[config.mk]
export PLATFORM = sky130hd
export DESIGN_NAME = pcm_sample_format_converter
export DESIGN_NICKNAME = d
export VERILOG_FILES = /design/src/rtl/pcmfc_pkg.sv /design/src/rtl/pcm_sample_format_converter.sv /design/src/rtl/pcmfc_fifo.sv /design/src/rtl/pcmfc_front.sv /design/src/rtl/pcmfc_back.sv
export VERILOG_INCLUDE_DIRS = /design/src /design/src/rtl
export SDC_FILE = /design/constraint.sdc
export NUM_CORES = 1
export LEC_CHECK = 0
export ABC_AREA = 1
export ABC_CLOCK_PERIOD_IN_PS = 9400
export BUFFER_PORTS_ARGS = -buffer_cell sky130_fd_sc_hd__buf_2
export CELL_PAD_IN_SITES_DETAIL_PLACEMENT = 2
export CELL_PAD_IN_SITES_GLOBAL_PLACEMENT = 2
export CORE_ASPECT_RATIO = 0.8
export CORE_MARGIN = 4
export CORE_UTILIZATION = 30
export CTS_CLUSTER_DIAMETER = 40
export DETAILED_ROUTE_END_ITERATION = 7
export PLACE_DENSITY_LB_ADDON = 0.1
export SLEW_MARGIN = 20
export SYNTH_ARGS = -nofsm -noshare
export SYNTH_HDL_FRONTEND = slang
export SYNTH_SLANG_ARGS = --single-unit
[constraint.sdc]
create_clock -name clk -period 9.4 [get_ports clk]
set_input_delay 0.94 -clock clk [delete_from_list [all_inputs] [get_ports clk]]
set_output_delay 0.94 -clock clk [all_outputs]
set_load 0.02 [all_outputs]
[src/rtl/pcm_sample_format_converter_defines.svh]
// ---------------------------------------------------------------------------
// Assertion macros shared by the format converter RTL.
// ---------------------------------------------------------------------------
`ifndef PCM_SAMPLE_FORMAT_CONVERTER_DEFINES_SVH
`define PCM_SAMPLE_FORMAT_CONVERTER_DEFINES_SVH

// The condition must never be true at a clock edge outside reset.
`define PCMFC_ASSERT_NEVER(label, cond, msg) \
    label: assert property (@(posedge clk) disable iff (!rst_n) !(cond)) else $error(msg);

// The antecedent at one edge implies the consequent at the next edge.
`define PCMFC_ASSERT_NEXT(label, ante, cons, msg) \
    label: assert property (@(posedge clk) disable iff (!rst_n) (ante) |=> (cons)) \
        else $error(msg);

`endif

[src/rtl/pcmfc_pkg.sv]
`timescale 1ns / 1ps
// ---------------------------------------------------------------------------
// pcmfc_pkg
// Types and constants shared by the PCM format converter modules.
// ---------------------------------------------------------------------------
package pcmfc_pkg;

    // Largest group size for downsampling.
    localparam int MAX_SCALE = 16;

    // Group sums: 17-bit samples times at most 16 frames, signed.
    localparam int SUM_W = 22;
    localparam int CNT_W = 5;

    // Configuration register indexes.
    localparam logic [2:0] CFG_IN_SIGNED    = 3'd0;
    localparam logic [2:0] CFG_IN_DELTA     = 3'd1;
    localparam logic [2:0] CFG_IN_STEREO    = 3'd2;
    localparam logic [2:0] CFG_OUT_SIGNED   = 3'd3;
    localparam logic [2:0] CFG_OUT_DELTA    = 3'd4;
    localparam logic [2:0] CFG_OUT_STEREO   = 3'd5;
    localparam logic [2:0] CFG_OUT_8BIT     = 3'd6;
    localparam logic [2:0] CFG_SCALE_FACTOR = 3'd7;

    typedef struct packed {
        logic [15:0] sample_first;
        logic [15:0] sample_second;
        logic        end_of_sample;
    } in_item_t;

    typedef struct packed {
        logic [15:0] out_sample;
        logic        out_channel;
        logic        last_of_run;
    } out_item_t;

    typedef struct packed {
        logic       in_signed;
        logic       in_delta;
        logic       in_stereo;
        logic       out_signed;
        logic       out_delta;
        logic       out_stereo;
        logic       out_8bit;
        logic [4:0] scale_factor;
    } cfg_t;

    // Work handed from the front end to the back end.
    typedef struct packed {
        logic signed [SUM_W-1:0] sum0;
        logic signed [SUM_W-1:0] sum1;
        logic [CNT_W-1:0]        cnt;
        logic                    emit;
        logic                    eos;
    } job_t;

endpackage

[src/rtl/pcm_sample_format_converter.sv]
`timescale 1ns / 1ps
// A frame that completes a group is queued; the back end pops it, divides the sums
// by the frame count, four quotient bits per step, and emits the result (the right
// channel after the left when the output is stereo); it pops no new group before that.
// Frames that complete no group are taken one per cycle while the queue is not full.
// Reset: asynchronous, active low; state is reset, queued job and result data are not.
// ---------------------------------------------------------------------------
// pcm_sample_format_converter
// PCM format conversion with downsampling and error-feedback dither.
// ---------------------------------------------------------------------------
module pcm_sample_format_converter (
    input  logic                 clk,
    input  logic                 rst_n,
    input  logic                 cfg_wr_en,
    input  logic [2:0]           cfg_index,
    input  logic [4:0]           cfg_data,
    input  logic                 in_valid,
    output logic                 in_ready,
    input  pcmfc_pkg::in_item_t  in_data,
    output logic                 out_valid,
    input  logic                 out_ready,
    output pcmfc_pkg::out_item_t out_data
);
    import pcmfc_pkg::*;

    cfg_t cfg_reg;
    cfg_t cfg_next;
    logic q_push;
    logic q_pop;
    logic q_empty;
    logic q_full;
    job_t q_job;
    job_t q_head;

    // Configuration register writes.
    always_comb
    begin
        cfg_next = cfg_reg;
        if (cfg_wr_en)
        begin
            unique case (cfg_index)
                CFG_IN_SIGNED:    cfg_next.in_signed    = cfg_data[0];
                CFG_IN_DELTA:     cfg_next.in_delta     = cfg_data[0];
                CFG_IN_STEREO:    cfg_next.in_stereo    = cfg_data[0];
                CFG_OUT_SIGNED:   cfg_next.out_signed   = cfg_data[0];
                CFG_OUT_DELTA:    cfg_next.out_delta    = cfg_data[0];
                CFG_OUT_STEREO:   cfg_next.out_stereo   = cfg_data[0];
                CFG_OUT_8BIT:     cfg_next.out_8bit     = cfg_data[0];
                CFG_SCALE_FACTOR: cfg_next.scale_factor = cfg_data;
                default:          cfg_next = cfg_reg;
            endcase
        end
    end

    always_ff @(posedge clk or negedge rst_n)
    begin
        if (!rst_n)
        begin
            cfg_reg.in_signed    <= 1'b1;
            cfg_reg.in_delta     <= 1'b0;
            cfg_reg.in_stereo    <= 1'b0;
            cfg_reg.out_signed   <= 1'b1;
            cfg_reg.out_delta    <= 1'b0;
            cfg_reg.out_stereo   <= 1'b0;
            cfg_reg.out_8bit     <= 1'b0;
            cfg_reg.scale_factor <= 5'd1;
        end
        else
        begin
            cfg_reg <= cfg_next;
        end
    end

    pcmfc_front u_front (
        .clk      (clk),
        .rst_n    (rst_n),
        .cfg      (cfg_reg),
        .in_valid (in_valid),
        .in_ready (in_ready),
        .in_data  (in_data),
        .q_full   (q_full),
        .q_push   (q_push),
        .q_job    (q_job)
    );

    pcmfc_fifo u_fifo (
        .clk      (clk),
        .rst_n    (rst_n),
        .push     (q_push),
        .push_job (q_job),
        .pop      (q_pop),
        .head     (q_head),
        .empty    (q_empty),
        .full     (q_full)
    );

    pcmfc_back u_back (
        .clk       (clk),
        .rst_n     (rst_n),
        .cfg       (cfg_reg),
        .q_empty   (q_empty),
        .q_head    (q_head),
        .q_pop     (q_pop),
        .out_valid (out_valid),
        .out_ready (out_ready),
        .out_data  (out_data)
    );

endmodule

[src/rtl/pcmfc_fifo.sv]
`timescale 1ns / 1ps
// ---------------------------------------------------------------------------
// pcmfc_fifo
// Two-entry queue of jobs between the front end and the back end.
// ---------------------------------------------------------------------------
`include "pcm_sample_format_converter_defines.svh"
module pcmfc_fifo (
    input  logic            clk,
    input  logic            rst_n,
    input  logic            push,
    input  pcmfc_pkg::job_t push_job,
    input  logic            pop,
    output pcmfc_pkg::job_t head,
    output logic            empty,
    output logic            full
);
    import pcmfc_pkg::*;

    job_t       entry_reg [2];
    logic       wr_ptr_reg;
    logic       wr_ptr_next;
    logic       rd_ptr_reg;
    logic       rd_ptr_next;
    logic [1:0] count_reg;
    logic [1:0] count_next;

    assign empty = (count_reg == 2'd0);
    assign full  = (count_reg == 2'd2);
    assign head  = entry_reg[rd_ptr_reg];

    // Pointer and fill count updates.
    always_comb
    begin
        wr_ptr_next = push ? ~wr_ptr_reg : wr_ptr_reg;
        rd_ptr_next = pop ? ~rd_ptr_reg : rd_ptr_reg;
        count_next  = count_reg + {1'b0, push} - {1'b0, pop};
    end

    always_ff @(posedge clk or negedge rst_n)
    begin
        if (!rst_n)
        begin
            wr_ptr_reg <= 1'b0;
            rd_ptr_reg <= 1'b0;
            count_reg  <= 2'd0;
        end
        else
        begin
            wr_ptr_reg <= wr_ptr_next;
            rd_ptr_reg <= rd_ptr_next;
            count_reg  <= count_next;
        end
    end

    // Entry storage.
    always_ff @(posedge clk)
    begin
        if (push)
        begin
            entry_reg[wr_ptr_reg] <= push_job;
        end
    end

    `PCMFC_ASSERT_NEVER(a_no_push_full, push && full && !pop, "push into full queue")
    `PCMFC_ASSERT_NEVER(a_no_pop_empty, pop && empty, "pop from empty queue")
    `PCMFC_ASSERT_NEVER(a_count_range, count_reg == 2'd3, "queue count out of range")

endmodule

[src/rtl/pcmfc_front.sv]
`timescale 1ns / 1ps
// ---------------------------------------------------------------------------
// pcmfc_front
// Accepts frames, decodes delta and sign, converts channels and groups frames.
// ---------------------------------------------------------------------------
module pcmfc_front (
    input  logic                clk,
    input  logic                rst_n,
    input  pcmfc_pkg::cfg_t     cfg,
    input  logic                in_valid,
    output logic                in_ready,
    input  pcmfc_pkg::in_item_t in_data,
    input  logic                q_full,
    output logic                q_push,
    output pcmfc_pkg::job_t     q_job
);
    import pcmfc_pkg::*;

    logic [15:0]             acc_reg;
    logic [15:0]             acc_next;
    logic signed [SUM_W-1:0] sum0_reg;
    logic signed [SUM_W-1:0] sum0_next;
    logic signed [SUM_W-1:0] sum1_reg;
    logic signed [SUM_W-1:0] sum1_next;
    logic [CNT_W-1:0]        cnt_reg;
    logic [CNT_W-1:0]        cnt_next;

    logic                    accept;
    logic [15:0]             acc1;
    logic [15:0]             acc2;
    logic [15:0]             a_bits;
    logic [15:0]             b_bits;
    logic signed [16:0]      va;
    logic signed [16:0]      vb;
    logic signed [17:0]      pair_sum;
    logic signed [17:0]      pair_adj;
    logic signed [16:0]      va_ch;
    logic signed [16:0]      vb_ch;
    logic signed [SUM_W-1:0] sum0_add;
    logic signed [SUM_W-1:0] sum1_add;
    logic [CNT_W-1:0]        cnt_inc;
    logic [CNT_W-1:0]        scale;
    logic                    emit;

    assign in_ready = !q_full;
    assign accept   = in_valid && !q_full;

    // Delta decoding with one accumulator, left before right.
    always_comb
    begin
        acc1   = acc_reg + in_data.sample_first;
        acc2   = acc1 + in_data.sample_second;
        a_bits = cfg.in_delta ? acc1 : in_data.sample_first;
        b_bits = (cfg.in_delta && cfg.in_stereo) ? acc2 : in_data.sample_second;
        if (cfg.in_signed != cfg.out_signed)
        begin
            a_bits[15] = ~a_bits[15];
            b_bits[15] = ~b_bits[15];
        end
    end

    // Read the samples in the output signedness and convert channels.
    always_comb
    begin
        va       = cfg.out_signed ? {a_bits[15], a_bits} : {1'b0, a_bits};
        vb       = cfg.out_signed ? {b_bits[15], b_bits} : {1'b0, b_bits};
        pair_sum = 18'(va) + 18'(vb);
        pair_adj = pair_sum + (pair_sum[17] ? 18'sd1 : 18'sd0);
        va_ch    = va;
        vb_ch    = va;
        if (cfg.in_stereo)
        begin
            vb_ch = vb;
            if (!cfg.out_stereo)
            begin
                va_ch = 17'(pair_adj >>> 1);
            end
        end
    end

    // Group accumulation and the decision to emit.
    always_comb
    begin
        sum0_add = sum0_reg + SUM_W'(va_ch);
        sum1_add = sum1_reg + SUM_W'(vb_ch);
        cnt_inc  = cnt_reg + 5'd1;
        if (cfg.scale_factor == 5'd0)
        begin
            scale = 5'd1;
        end
        else if (int'(cfg.scale_factor) > MAX_SCALE)
        begin
            scale = 5'(MAX_SCALE);
        end
        else
        begin
            scale = cfg.scale_factor;
        end
        emit = (cnt_inc >= scale) || in_data.end_of_sample;

        q_push     = accept && emit;
        q_job.sum0 = sum0_add;
        q_job.sum1 = sum1_add;
        q_job.cnt  = cnt_inc;
        q_job.emit = 1'b1;
        q_job.eos  = in_data.end_of_sample;

        acc_next  = acc_reg;
        sum0_next = sum0_reg;
        sum1_next = sum1_reg;
        cnt_next  = cnt_reg;
        if (accept)
        begin
            if (cfg.in_delta)
            begin
                acc_next = cfg.in_stereo ? acc2 : acc1;
            end
            if (emit)
            begin
                sum0_next = '0;
                sum1_next = '0;
                cnt_next  = '0;
            end
            else
            begin
                sum0_next = sum0_add;
                sum1_next = sum1_add;
                cnt_next  = cnt_inc;
            end
            if (in_data.end_of_sample)
            begin
                acc_next = '0;
            end
        end
    end

    always_ff @(posedge clk or negedge rst_n)
    begin
        if (!rst_n)
        begin
            acc_reg  <= '0;
            sum0_reg <= '0;
            sum1_reg <= '0;
            cnt_reg  <= '0;
        end
        else
        begin
            acc_reg  <= acc_next;
            sum0_reg <= sum0_next;
            sum1_reg <= sum1_next;
            cnt_reg  <= cnt_next;
        end
    end

endmodule

[src/rtl/pcmfc_back.sv]
`timescale 1ns / 1ps
// ---------------------------------------------------------------------------
// pcmfc_back
// Averages groups with a shared divider, optionally delta encodes and dithers to 8 bits.
// ---------------------------------------------------------------------------
`include "pcm_sample_format_converter_defines.svh"
module pcmfc_back (
    input  logic                 clk,
    input  logic                 rst_n,
    input  pcmfc_pkg::cfg_t      cfg,
    input  logic                 q_empty,
    input  pcmfc_pkg::job_t      q_head,
    output logic                 q_pop,
    output logic                 out_valid,
    input  logic                 out_ready,
    output pcmfc_pkg::out_item_t out_data
);
    import pcmfc_pkg::*;

    localparam int DIV_BITS  = 4;
    localparam int MAG_W     = ((SUM_W + DIV_BITS - 1) / DIV_BITS) * DIV_BITS;
    localparam int DIV_STEPS = MAG_W / DIV_BITS;
    localparam int STEP_W    = $clog2(DIV_STEPS);

    localparam logic [1:0] S_IDLE = 2'd0;
    localparam logic [1:0] S_DIV  = 2'd1;
    localparam logic [1:0] S_EMIT = 2'd2;

    logic [1:0]         state_reg;
    logic [1:0]         state_next;
    job_t               job_reg;
    job_t               job_next;
    logic               ch_reg;
    logic               ch_next;
    logic [MAG_W-1:0]   dq_reg;
    logic [MAG_W-1:0]   dq_next;
    logic [CNT_W-1:0]   rem_reg;
    logic [CNT_W-1:0]   rem_next;
    logic [STEP_W-1:0]  step_reg;
    logic [STEP_W-1:0]  step_next;
    logic               neg_reg;
    logic               neg_next;
    logic [15:0]        prev_reg;
    logic [15:0]        prev_next;
    logic signed [9:0]  err_reg;
    logic signed [9:0]  err_next;
    logic               out_valid_reg;
    logic               out_valid_next;
    out_item_t          out_data_reg;
    out_item_t          out_data_next;

    logic [CNT_W:0]     r;
    logic [MAG_W-1:0]   d;
    logic signed [17:0] q18;
    logic signed [17:0] v;
    logic [15:0]        diff;
    logic signed [17:0] vd;
    logic signed [17:0] eep;
    logic [15:0]        clamped;
    logic [15:0]        sample;
    logic [9:0]         err_calc;
    logic               load;
    logic               more;
    logic               div_last;
    logic signed [SUM_W-1:0] start_sum;
    logic [SUM_W-1:0]   start_mag;

    assign out_valid = out_valid_reg;
    assign out_data  = out_data_reg;
    assign div_last  = (state_reg == S_DIV) && (step_reg == STEP_W'(DIV_STEPS - 1));

    // Several quotient bits per cycle of the restoring divider.
    always_comb
    begin
        r = '0;
        d = dq_reg;
        for (int i = 0; i < DIV_BITS; i++)
        begin
            r = {(i == 0) ? rem_reg : r[CNT_W-1:0], d[MAG_W-1]};
            d = {d[MAG_W-2:0], 1'b0};
            if (r >= {1'b0, job_reg.cnt})
            begin
                r    = r - {1'b0, job_reg.cnt};
                d[0] = 1'b1;
            end
        end
    end

    // Delta encoding, then clamping and error-feedback dither for 8-bit output.
    always_comb
    begin
        q18  = $signed(dq_reg[17:0]);
        v    = neg_reg ? -q18 : q18;
        diff = v[15:0] - prev_reg;
        vd   = v;
        if (cfg.out_delta)
        begin
            vd = cfg.out_signed ? {{2{diff[15]}}, diff} : {2'b00, diff};
        end
        eep = vd + 18'(err_reg);
        if (cfg.out_signed)
        begin
            if (eep < -32768)
            begin
                clamped = 16'h8000;
            end
            else if (eep > 32767)
            begin
                clamped = 16'h7FFF;
            end
            else
            begin
                clamped = eep[15:0];
            end
        end
        else
        begin
            if (eep < 0)
            begin
                clamped = 16'h0000;
            end
            else if (eep > 65535)
            begin
                clamped = 16'hFFFF;
            end
            else
            begin
                clamped = eep[15:0];
            end
        end
        err_calc = {2'b00, eep[7:0]} - err_reg;
        sample   = cfg.out_8bit ? {8'h00, clamped[15:8]} : vd[15:0];
    end

    // Sequencer over the jobs of the queue.
    always_comb
    begin
        state_next     = state_reg;
        job_next       = job_reg;
        ch_next        = ch_reg;
        dq_next        = dq_reg;
        rem_next       = rem_reg;
        step_next      = step_reg;
        neg_next       = neg_reg;
        prev_next      = prev_reg;
        err_next       = err_reg;
        out_data_next  = out_data_reg;
        q_pop          = 1'b0;
        load           = 1'b0;
        more           = cfg.out_stereo && !ch_reg;
        start_sum      = job_reg.sum1;
        start_mag      = '0;

        unique case (state_reg)
            S_IDLE:
            begin
                if (!q_empty)
                begin
                    q_pop     = 1'b1;
                    job_next  = q_head;
                    ch_next   = 1'b0;
                    start_sum = q_head.sum0;
                    start_mag = start_sum[SUM_W-1] ? SUM_W'(-start_sum) : start_sum;
                    dq_next   = MAG_W'(start_mag);
                    rem_next  = '0;
                    step_next = '0;
                    neg_next  = start_sum[SUM_W-1];
                    if (q_head.emit)
                    begin
                        state_next = S_DIV;
                    end
                    else if (q_head.eos)
                    begin
                        prev_next = '0;
                        err_next  = 10'sd32;
                    end
                end
            end
            S_DIV:
            begin
                dq_next   = d;
                rem_next  = r[CNT_W-1:0];
                step_next = step_reg + 1'b1;
                if (div_last)
                begin
                    state_next = S_EMIT;
                end
            end
            S_EMIT:
            begin
                if (!out_valid_reg || out_ready)
                begin
                    load                      = 1'b1;
                    out_data_next.out_sample  = sample;
                    out_data_next.out_channel = ch_reg;
                    out_data_next.last_of_run = !more;
                    if (cfg.out_delta)
                    begin
                        prev_next = v[15:0];
                    end
                    if (cfg.out_8bit)
                    begin
                        err_next = $signed(err_calc);
                    end
                    if (more)
                    begin
                        ch_next    = 1'b1;
                        start_sum  = job_reg.sum1;
                        start_mag  = start_sum[SUM_W-1] ? SUM_W'(-start_sum) : start_sum;
                        dq_next    = MAG_W'(start_mag);
                        rem_next   = '0;
                        step_next  = '0;
                        neg_next   = start_sum[SUM_W-1];
                        state_next = S_DIV;
                    end
                    else
                    begin
                        if (job_reg.eos)
                        begin
                            prev_next = '0;
                            err_next  = 10'sd32;
                        end
                        state_next = S_IDLE;
                    end
                end
            end
            default:
            begin
                state_next = S_IDLE;
            end
        endcase

        out_valid_next = load ? 1'b1 : (out_ready ? 1'b0 : out_valid_reg);
    end

    always_ff @(posedge clk or negedge rst_n)
    begin
        if (!rst_n)
        begin
            state_reg     <= S_IDLE;
            ch_reg        <= 1'b0;
            step_reg      <= '0;
            prev_reg      <= '0;
            err_reg       <= 10'sd32;
            out_valid_reg <= 1'b0;
        end
        else
        begin
            state_reg     <= state_next;
            ch_reg        <= ch_next;
            step_reg      <= step_next;
            prev_reg      <= prev_next;
            err_reg       <= err_next;
            out_valid_reg <= out_valid_next;
        end
    end

    always_ff @(posedge clk)
    begin
        job_reg      <= job_next;
        dq_reg       <= dq_next;
        rem_reg      <= rem_next;
        neg_reg      <= neg_next;
        out_data_reg <= out_data_next;
    end

    `PCMFC_ASSERT_NEVER(a_no_overwrite, load && out_valid_reg && !out_ready, "result overwritten")
    `PCMFC_ASSERT_NEVER(a_pop_idle_only, q_pop && (state_reg != S_IDLE), "pop while busy")
    `PCMFC_ASSERT_NEXT(a_div_to_emit, div_last, state_reg == S_EMIT, "divider did not finish")

endmodule
Word level (Yosys, flattened, before mapping):

Memories as Yosys holds them, arrays and structs flattened.
Cells that the tools add are included.

* RAM bits: 100
* register bits after elaboration: 190
* logic and storage cells: 207
* output and inout port bits: 20
* memories kept: 1

* add/sub/neg operators: 20
* $lt $le $gt $ge: 10
* multiplexer cells: 87
* equality and inequality tests: 19
* reduce and logical (&&, ||, !) cells: 34
* bitwise gates (word level): 5

Memory list
* u_fifo.entry_reg: words 2, bits a word 50, rd ports 1, clocked after Yosys merged registers in 0, wr ports 1, line pcmfc_fifo.sv:19 `job_t entry_reg [2];`

Operator list (number)
* 16-bit two-way mux: 17
* 22-bit two-way mux: 4
* 17-bit two-way mux: 5
* 24-bit two-way mux: 3
* 24-bit case mux with 3 select lines: 1
* 10-bit two-way mux: 7
* 18-bit two-way mux: 3
* 5-bit two-way mux: 10
* 22-bit by 17-bit adder with 22-bit output: 2
* 22-bit negator: 2
* 16-bit adder: 2
* 16-bit case mux with 2 select lines: 1
* 6-bit by 5-bit >= comparator with 1-bit output: 4
* 1-bit two-way mux: 22
* 2-bit AND reduction: 11
* 10-bit case mux with 2 select lines: 1
* 5-bit subtractor: 4
* 17-bit by 17-bit adder with 18-bit output: 1
* 18-bit by 10-bit adder with 18-bit output: 1
* 18-bit adder: 1
* 18-bit by 16-bit > comparator with 1-bit output (second input constant): 1
* 18-bit by 17-bit > comparator with 1-bit output (second input constant): 1
* 18-bit by 1-bit < comparator with 1-bit output (second input constant): 1
* 18-bit by 16-bit < comparator with 1-bit output (second input constant): 1
* 35 further kinds: 69

Longest topological paths before layout:

Gate-level depths: netlist of the first run.

* depth after elaboration: 13
* depth in mapped cells: 63
* gate-level depth less buffers: 63

Cells and area by module:

A second synthesis of the first run with hierarchy kept.

* cell total of the unflattened synthesis: 2765
* area total of the unflattened synthesis: 21847.2 sq um

Modules (own cells, without submodules)
* pcmfc_back: cells each 1159, times used 1, sequential area each 3109.2 sq um, area each 8962.3 sq um
* pcmfc_front: cells each 1246, times used 1, sequential area each 1626.6 sq um, area each 8310.5 sq um
* pcmfc_fifo: cells each 291, times used 1, sequential area each 3163.0 sq um, area each 4011.3 sq um
* pcm_sample_format_converter: cells each 69, times used 1, sequential area each 304.0 sq um, area each 563.0 sq um

Worst setup path before layout of the first run:

OpenSTA, ideal clock, no wires.

* kind: input to register
* start point: in in_data[17] (netlist name)
* end point: reg u_front.sum0_reg[20]
* slack: 1.442 ns
* buffers on the path: 0
* required time: 9.279 ns
* stages on the path: 58
* arrival time: 7.837 ns
* cells stage by stage: ha_1 -> inv_1 -> fa_1 -> inv_1 -> a21oi_1 -> o21ai_1 -> a21o_1 -> nand2_1 -> nand2_1 -> a21oi_1 -> inv_1 -> nand2_1 -> nand2_1 -> a21oi_1 -> or2_1 -> nand2_1 -> inv_1 -> ha_1 -> [22 not listed] -> nand2_1 -> or2_1 -> nor2_4 -> nand4_1 -> o211ai_1 -> o21ai_1 -> ha_1 -> nand2_1 -> nor4_1 -> nand4_1 -> nand3_1 -> nand2_1 -> inv_1 -> nor2_1 -> nor2_1 -> nor2_1 -> xor2_1 -> a22o_1

RTL lines
* start: declaration: line pcm_sample_format_converter.sv:19 `input pcmfc_pkg::in_item_t in_data,`
* end signal: assignment: line pcmfc_front.sv:149 `sum0_reg <= sum0_next;`
* end: declaration: line pcmfc_front.sv:21 `logic signed [SUM_W-1:0] sum0_reg;`

==> results of run 1 <==
## layer usage
metal  routed length (um)  track usage [%]  share of wire, %  vias up
met3                 2240             2.53               2.9       72
met1                38700             28.9                49     9601
li1                     -                -                 -     9263
met4                 1200             4.11               1.5        0
met2                36500             34.1                46      209
met5                    0                0                 0        -
## cells by family after synthesis
kind of cell             Yosys count  share of synthesized area [%]
AND/OR/NAND/NOR                 1058                           21.1
buffers and inverters            398                           7.08
AO/OA/AOI/OAI                    601                           16.3
flip-flops                       290                           38.2
XOR/XNOR                         143                           5.95
adder cells (fa/ha/maj)          180                           11.0
multiplexers                       8                          0.388
## placed cells by master, fill, tap and decap left out, types with 6 or more instances in the layout
cell,count
a22o_1,30
a21o_1,11
o21ai_1,30
inv_2,8
xor2_1,89
nand3b_1,6
fa_1,11
clkbuf_16,57
mux2i_1,6
nor2_2,9
or2_2,20
or2_1,9
nand4_1,20
nor3_1,33
edfxtp_1,176
buf_4,25
dfrtp_1,109
a21oi_1,201
o211ai_1,13
o221ai_1,17
clkinvlp_4,7
nor2_4,6
xnor2_1,52
a31oi_1,22
inv_1,326
ha_1,164
nand3_1,126
buf_2,64
inv_6,12
nor2_1,164
o31ai_1,8
nand2_1,626
o21ai_0,198
o22ai_1,16
o21bai_1,16
nand2_2,13
clkinv_4,9
## cell type report
class	instances	area (um^2)
Clock buffer	58	1430
Clock inverter	45	485
Fill cell	8003	45600
Inverter	336	1260
Multi-Input combinational cell	1990	11800
Sequential cell	290	8140
Tap cell	934	1170
Timing Repair Buffer	91	547
## worst max path at each step
stage               cells after the start  slack (ns)                    to        start
global placement                       63        0.16  u_front.sum0_reg[20]  in_data[17]
floorplan                              58        1.44  u_front.sum0_reg[20]  in_data[17]
CTS                                    59        0.30  u_front.sum0_reg[20]  in_data[17]
finish                                 61        0.64  u_front.sum0_reg[20]  in_data[17]
global route                           58       -0.09  u_front.sum0_reg[19]  in_data[17]
detailed placement                     59       -0.34  u_front.sum0_reg[20]  in_data[17]
## timing repair
item,in CTS,in global routing
endpoints found under the setup margin,0,36
gates resized for setup,0,18
buffers inserted,0,6
## per-stage QoR
step           worst slack (ns)  utilization, %  std cells
2_1_floorplan              1.44               -       2678
3_3_place_gp              0.164            32.3       3634
3_5_place_dp             -0.336            32.3       3634
4_1_cts                   0.296            35.0       3737
5_1_grt                 -0.0932            35.2       3744
6_report                  0.640            35.2       3744
==> flow_summary_export.csv, run 1 <==
group,metric,value,unit
die,io_pins,66,
clocking,cts_buffers,55,
drt,wl_per_cell,21.0,um
die,die_x,306,um
logic_synthesis,yosysTopAreaCellShare,24.8,%
clocking,clockBufferDepth,3,
clocking,clock_sinks,290,
critical_path,critPathLaunchType,"input port",
drt,via_per_inst,5.11,
sta,min_period,8.76,ns
drt,first_iter_violations,923,
critical_path,worst-path-buf-inv,12,
finish,fin_nets,2990,
critical_path,worst-setup-path-type,"in -> reg",
logic_synthesis,ys_ff_latch,290,
critical_path,crit_slowest_cell,"nor4_2",
logic_synthesis,synthMostInstantiatedCell,"nand2_1",
critical_path,worstReg2RegStart,"u_front.acc_reg[0]",
clocking,cts_tree,"done",
job,maxCapViolCount,0,
logic_synthesis,ys_warn_count,0,
placement,portBuffers,65,
clocking,path_clk_slew,0.05,ns
logic_synthesis,synth_edf_count,176,
critical_path,cp_top_family,"simple AND/OR/NAND/NOR gates",
critical_path,r2r_cells,60,
grt,grt_overflow_total,0,
sta,hold_viol,0,
sta,fin_setup_tns,0,ns
drt,wirelength,78600,um
sta,slew_violations,0,
critical_path,cp_max_fo,6,
logic_synthesis,synthTopCellsByArea,"edfxtp_1 (25%), dfrtp_1 (13%), nand2_1 (11%)",
drt,drt_first_pass_iters,5,
critical_path,crit_required,9.89,ns
logic_synthesis,ys_seq_area_share,38.2,%
outcome,status,"completed",
finish,drive_gt1_share,10.2,%
sta,max_freq,114,MHz
clocking,h-tree-depth,2,
logic_synthesis,async_reset_ff_share,39.3,%
placement,routabilityCongestion,0.853,
critical_path,r2r_slack,0.70,ns
die,rows,87,
critical_path,r2r-end,"u_front.sum0_reg[20]",
sta,whs,0.428,ns
logic_synthesis,syn_inst,2678,
placement,place_area,22700,um^2
sta,finalSetupViolCount,0,
grt,grt_usage,20.5,%
logic_synthesis,syn_area_per_cell,7.95,um^2
grt,antenna_found_initial,1,
clocking,clkLatencyLatePin,0.62,ns
clocking,holdBufCountCts,0,
die,die_area,75300,um^2
worst_hold_path,hold_path_class,"in -> async",
die,initial_utilization,30.2,%
finish,largest_reg_flops,100,
clocking,root_buffer,"clkbuf_16",
logic_synthesis,synth_top_area_cell,"edfxtp_1",
critical_path,arrival,9.25,ns
finish,area_growth,16.4,%
sta,fin_crit_sh,93.2,%
grt,grt_max_degree,81,
logic_synthesis,ys.flop_type,"edfxtp_1",
sta,tightest_slew,1.01,ns
critical_path,slowest_delay,0.38,ns
placement,dp_hpwl,61300,um
logic_synthesis,netlist_top_cells_count,"nand2_1 (628), inv_1 (326), a21oi_1 (207)",
logic_synthesis,synth.net_count,2904,
critical_path,crit_path_frequent_cell,"nand2_1",
sta,max_slew_margin,32.6,%
grt,grt_pass1_wl,122000,um
finish,antenna_cells,0,
sta,finalClockSkew,0.0218,ns
critical_path,end_kind,"flip-flop",
drt,vias,19100,
logic_synthesis,synthesis.area,21300,um^2
finish,fin_area,24800,um^2
drt,drc,0,
logic_synthesis,ys_types,64,
drt,postRouteAntennaNets,0,
grt,grt_pass1_vias,20700,
die,die_y,246,um
die,core-area,70400,um^2
Power of run 1 is not shown: default switching activity piles up to over one toggle a cycle in this logic, so the estimate is an artifact.
==> inputs of run 2 (changes only) <==
--- a/config.mk
+++ b/config.mk
@@ -11,11 +11,12 @@
 export BUFFER_PORTS_ARGS = -buffer_cell sky130_fd_sc_hd__buf_2
 export CELL_PAD_IN_SITES_DETAIL_PLACEMENT = 2
 export CELL_PAD_IN_SITES_GLOBAL_PLACEMENT = 2
-export CORE_ASPECT_RATIO = 0.8
+export CORE_ASPECT_RATIO = 0.5
 export CORE_MARGIN = 4
 export CORE_UTILIZATION = 30
 export CTS_CLUSTER_DIAMETER = 40
 export DETAILED_ROUTE_END_ITERATION = 7
+export HOLD_SLACK_MARGIN = 0.1
 export PLACE_DENSITY_LB_ADDON = 0.1
 export SLEW_MARGIN = 20
 export SYNTH_ARGS = -nofsm -noshare
==> flow_summary_export.csv, run 2 (same netlist as run 1, synthesis figures left out) <==
group,metric,value,unit
outcome,status,"completed",
finish,area_growth,15.1,%
sta,max_slew_margin,35.4,%
placement,dp_hpwl,57300,um
sta,finalClockSkew,0.0280,ns
placement,place_area,22800,um^2
job,maxCapViolCount,0,
critical_path,crit_slowest_cell,"fa_1",
finish,drive_gt1_share,9.49,%
grt,grt_overflow_total,0,
drt,wl_per_cell,19.7,um
clocking,clockBufferDepth,3,
grt,grt_pass1_vias,20900,
die,initial_utilization,30.6,%
die,rows,68,
die,die_y,196,um
drt,via_per_inst,5.05,
die,io_pins,66,
critical_path,cp_top_family,"simple AND/OR/NAND/NOR gates",
finish,largest_reg_flops,100,
drt,first_iter_violations,638,
placement,routabilityCongestion,0.822,
critical_path,r2r_cells,59,
critical_path,slowest_delay,0.40,ns
grt,grt_max_degree,76,
sta,fin_crit_sh,90.6,%
critical_path,critPathLaunchType,"input port",
critical_path,cp_max_fo,5,
grt,grt_usage,19.6,%
clocking,path_clk_slew,0.07,ns
grt,grt_pass1_wl,118000,um
drt,wirelength,73900,um
critical_path,arrival,9.01,ns
finish,fin_nets,2993,
critical_path,worst-setup-path-type,"in -> reg",
drt,drt_first_pass_iters,5,
critical_path,end_kind,"flip-flop",
die,die_area,75600,um^2
sta,max_freq,117,MHz
sta,finalSetupViolCount,0,
drt,vias,18900,
critical_path,crit_required,9.90,ns
grt,antenna_found_initial,1,
clocking,cts_tree,"done",
clocking,holdBufCountCts,0,
finish,final_cell_mix,"nand2_1 (627), inv_1 (326), a21oi_1 (203)",
clocking,h-tree-depth,2,
finish,fin_area,24500,um^2
finish,post-route-util,35.2,%
clocking,cts_buffers,45,
clocking,clock_sinks,290,
drt,postRouteAntennaNets,0,
critical_path,cp.depth,60,
placement,portBuffers,65,
clocking,root_buffer,"clkbuf_16",
worst_hold_path,hold_path_class,"in -> async",
sta,min_period,8.51,ns
sta,hold_viol,0,
drt,drc,0,
critical_path,crit_path_frequent_cell,"nand2_1",
finish,layout_commonest_cell,"nand2_1",
clocking,clkLatencyLatePin,0.60,ns
sta,tightest_slew,0.969,ns
critical_path,worst-path-buf-inv,11,
die,core-area,69600,um^2
die,die_x,385,um
sta,slew_violations,0,
run 2: cell types whose count changed in the layout (fill, tap and decap cells not counted), moves of 3 or more:
cell        change
buf_4          +14
clkbuf_16      -11
clkbuf_1        +8
clkinv_4        -8
inv_6           -7
clkinv_8        +4
clkinv_2        -3
clkinvlp_4      -3
ha_1            +3
run 2: layer usage:
metal	up-vias	track usage, %	part of all wire [%]
met5	-	0	0
met4	0	4.34	1.8
met1	9425	26.0	48
met3	81	2.36	2.3
li1	9259	-	-
met2	157	34.2	48
run 2: worst paths after layout:
kind,startpoint,slack (ns),endpoint
hold reg to reg,u_front.sum1_reg[21],0.49,u_front.sum1_reg[21]
setup / recovery,in_data[17],0.89,u_front.sum0_reg[20]
hold / removal,rst_n,0.44,u_back.err_reg[4]
min in group clk,u_front.sum1_reg[21],0.49,u_front.sum1_reg[21]
setup reg to reg,u_front.acc_reg[0],0.97,u_front.sum0_reg[20]
max in group asynchronous,rst_n,7.78,u_front.sum0_reg[21]
run 2: layout make-up:
type                            instances  area, um^2
Clock inverter                         28         387
Multi-Input combinational cell       1990       11700
Inverter                              336        1260
Tap cell                              945        1180
Clock buffer                           56        1200
Sequential cell                       290        8140
Timing Repair Buffer                  104         624
Antenna cell                            1        2.50
Fill cell                            8082       45100
run 2: repair_timing:
item / in CTS / in global routing
gates resized for setup: 0 / 11
endpoints found under the setup margin: 0 / 21
setup buffers: 0 / 7
run 2: per-stage QoR:
step                TNS (ns)  hold WS, ns  setup slack, ns  std cells
floorplan                  0        0.443             1.44       2678
global placement           0        0.466           0.0974       3658
detailed placement     -1.64        0.481           -0.227       3658
CTS                        0        0.443            0.441       3742
global route          -0.172        0.483          -0.0668       3749
finish                     0        0.436            0.888       3750
Power of run 2 is left out for the same reason.
==> inputs of run 3 (changes only) <==
--- a/config.mk
+++ b/config.mk
@@ -6,7 +6,6 @@
 export SDC_FILE = /design/constraint.sdc
 export NUM_CORES = 1
 export LEC_CHECK = 0
-export ABC_AREA = 1
 export ABC_CLOCK_PERIOD_IN_PS = 9400
 export BUFFER_PORTS_ARGS = -buffer_cell sky130_fd_sc_hd__buf_2
 export CELL_PAD_IN_SITES_DETAIL_PLACEMENT = 2
==> flow_summary_export.csv, run 3 <==
group,metric,value,unit
outcome,status,"completed",
logic_synthesis,synth.net_count,2384,
logic_synthesis,synth_top_area_cell,"edfxtp_1",
drt,first_iter_violations,680,
logic_synthesis,ys_warn_count,0,
logic_synthesis,synthSimpleGateAreaFrac,13.9,%
placement,routabilityCongestion,0.778,
logic_synthesis,synthMostInstantiatedCell,"nand2_1",
critical_path,arrival,9.22,ns
logic_synthesis,netlist_top_cells_count,"nand2_1 (185), edfxtp_1 (176), ha_1 (168)",
logic_synthesis,syn_inst,2158,
grt,grt_pass1_vias,18400,
critical_path,crit_slowest_cell,"fa_1",
drt,wl_per_cell,20.3,um
sta,finalClockSkew,0.0291,ns
critical_path,worst-setup-path-type,"in -> reg",
sta,max_freq,115,MHz
worst_hold_path,hold_path_class,"in -> async",
die,die_area,74800,um^2
drt,vias,17000,
sta,tightest_slew,0.893,ns
clocking,h-tree-depth,2,
placement,portBuffers,65,
finish,post-route-util,36.2,%
logic_synthesis,synth.area.mux_share,6.85,%
finish,drive_gt1_share,18.0,%
drt,via_per_inst,5.12,
grt,grt.met2_usage,29.9,%
placement,place_area,23300,um^2
die,die_x,383,um
finish,fin_nets,2557,
critical_path,critPathLaunchType,"input port",
drt,postRouteAntennaNets,0,
logic_synthesis,synth_edf_count,176,
clocking,cts_tree,"done",
clocking,cts_buffers,48,
sta,fin_setup_tns,0,ns
grt,busiest_layer,"met2",
die,initial_utilization,30.4,%
grt,grt_overflow_total,0,
logic_synthesis,synth-compound-area-share,17.9,%
logic_synthesis,synthesis.area,21100,um^2
finish,layout_commonest_cell,"nand2_1",
critical_path,end_kind,"flip-flop",
sta,min_period,8.73,ns
grt,grt_max_degree,64,
sta,finalSetupViolCount,0,
die,core-area,69300,um^2
clocking,clock_sinks,290,
finish,final_cell_mix,"nand2_1 (184), edfxtp_1 (176), ha_1 (168)",
logic_synthesis,ys_seq_area_share,38.6,%
grt,grt_util_met3,2.48,%
clocking,path_clk_slew,0.06,ns
drt,drt_first_pass_iters,5,
sta,slew_violations,0,
sta,max_slew_margin,40.3,%
logic_synthesis,ys.flop_type,"edfxtp_1",
logic_synthesis,synth-xor-area-share,8.21,%
critical_path,cp_max_fo,4,
clocking,clockBufferDepth,3,
critical_path,crit_required,9.89,ns
finish,seq_area,8150,um^2
sta,hold_viol,0,
logic_synthesis,async_reset_ff_share,39.3,%
drt,drc,0,
die,rows,68,
job,maxCapViolCount,0,
logic_synthesis,ys_ff_latch,290,
finish,fin_area,25100,um^2
placement,dp_hpwl,52000,um
critical_path,slowest_delay,0.43,ns
placement,place_inst,3224,
logic_synthesis,yosysTopAreaCellShare,25.1,%
clocking,root_buffer,"clkbuf_16",
logic_synthesis,synthTopCellsByArea,"edfxtp_1 (25%), dfrtp_1 (13%), ha_1 (10%)",
logic_synthesis,syn_area_per_cell,9.76,um^2
grt,antenna_found_initial,2,
finish,layout.cells.non_filler,3317,
drt,wirelength,67500,um
die,io_pins,66,
logic_synthesis,ys_types,93,
finish,largest_reg_flops,100,
finish,fillers,7627,
logic_synthesis,synth_adder_area_share,11.1,%
grt,grt_usage,18.1,%
clocking,clkLatencyLatePin,0.61,ns
grt,grt_pass1_wl,107000,um
die,die_y,195,um
grt,grt_util_met1,25.3,%
finish,multiInputGateArea,12300,um^2
logic_synthesis,synth_top_family_by_area,"compound AO/OA/AOI/OAI gates",
sta,fin_crit_sh,92.9,%
finish,area_growth,19.1,%
## run 3: worst max-delay path: cells and delay by family
kind	cells	cell delay, ns
AOI/OAI and AO/OA	19	3.88
xor gates and xnor gates	4	0.72
adders and majority gates	6	1.80
buffers and inverters	6	0.57
and+or+nand+nor	10	1.27
## run 3: final cells by class
| cell class | count | area share, % |
|---|---|---|
| Timing Repair Buffer | 191 | 5.09 |
| Tap cell | 945 | 4.71 |
| Sequential cell | 290 | 32.5 |
| Multi-Input combinational cell | 1685 | 49.2 |
| Antenna cell | 1 | 0.00998 |
| Clock buffer | 53 | 4.94 |
| Clock inverter | 37 | 1.83 |
| Inverter | 115 | 1.72 |
## run 3: timing repair
action	in CTS	in global routing
hold buffers	0	0
setup buffers	0	2
pin swaps	0	7
hold endpoints to repair	0	0
gates resized for setup	3	19
endpoints found under the setup margin	4	41
## run 3: cells by family after synthesis
group / count (synthesis)
simple gates: 605
compound gates: 573
flops: 290
xor+xnor: 193
buf+inv: 183
fa+ha+maj: 180
mux: 134
## run 3: metrics by stage
step	setup WS, ns	hold WS, ns
global placement	-0.402	0.462
CTS	0.0117	0.382
global route	-0.0188	0.418
finish	0.669	0.379
floorplan	0.531	0.445
detailed placement	-0.814	0.479
## run 3: per-layer routing
layer | up-vias | routed length, um
met5 | - | 0
met4 | 0 | 1130
met3 | 65 | 1730
met2 | 141 | 31100
met1 | 8505 | 33500
li1 | 8257 | -
## run 3: final timing paths
kind,startpoint,to,slack [ns],depth (start not counted)
worst max register to register,u_front.acc_reg[0],u_front.sum0_reg[20],0.76,44
max in group asynchronous,rst_n,u_front.cnt_reg[3],7.69,2
worst min-delay path,rst_n,u_back.err_reg[3],0.38,1
worst max-delay path,in_data[17],u_front.sum0_reg[20],0.67,45
min in group clk,u_front.acc_reg[3],u_front.acc_reg[3],0.49,2
worst min register to register,u_front.acc_reg[3],u_front.acc_reg[3],0.49,2
Power of run 3 is left out for the same reason.
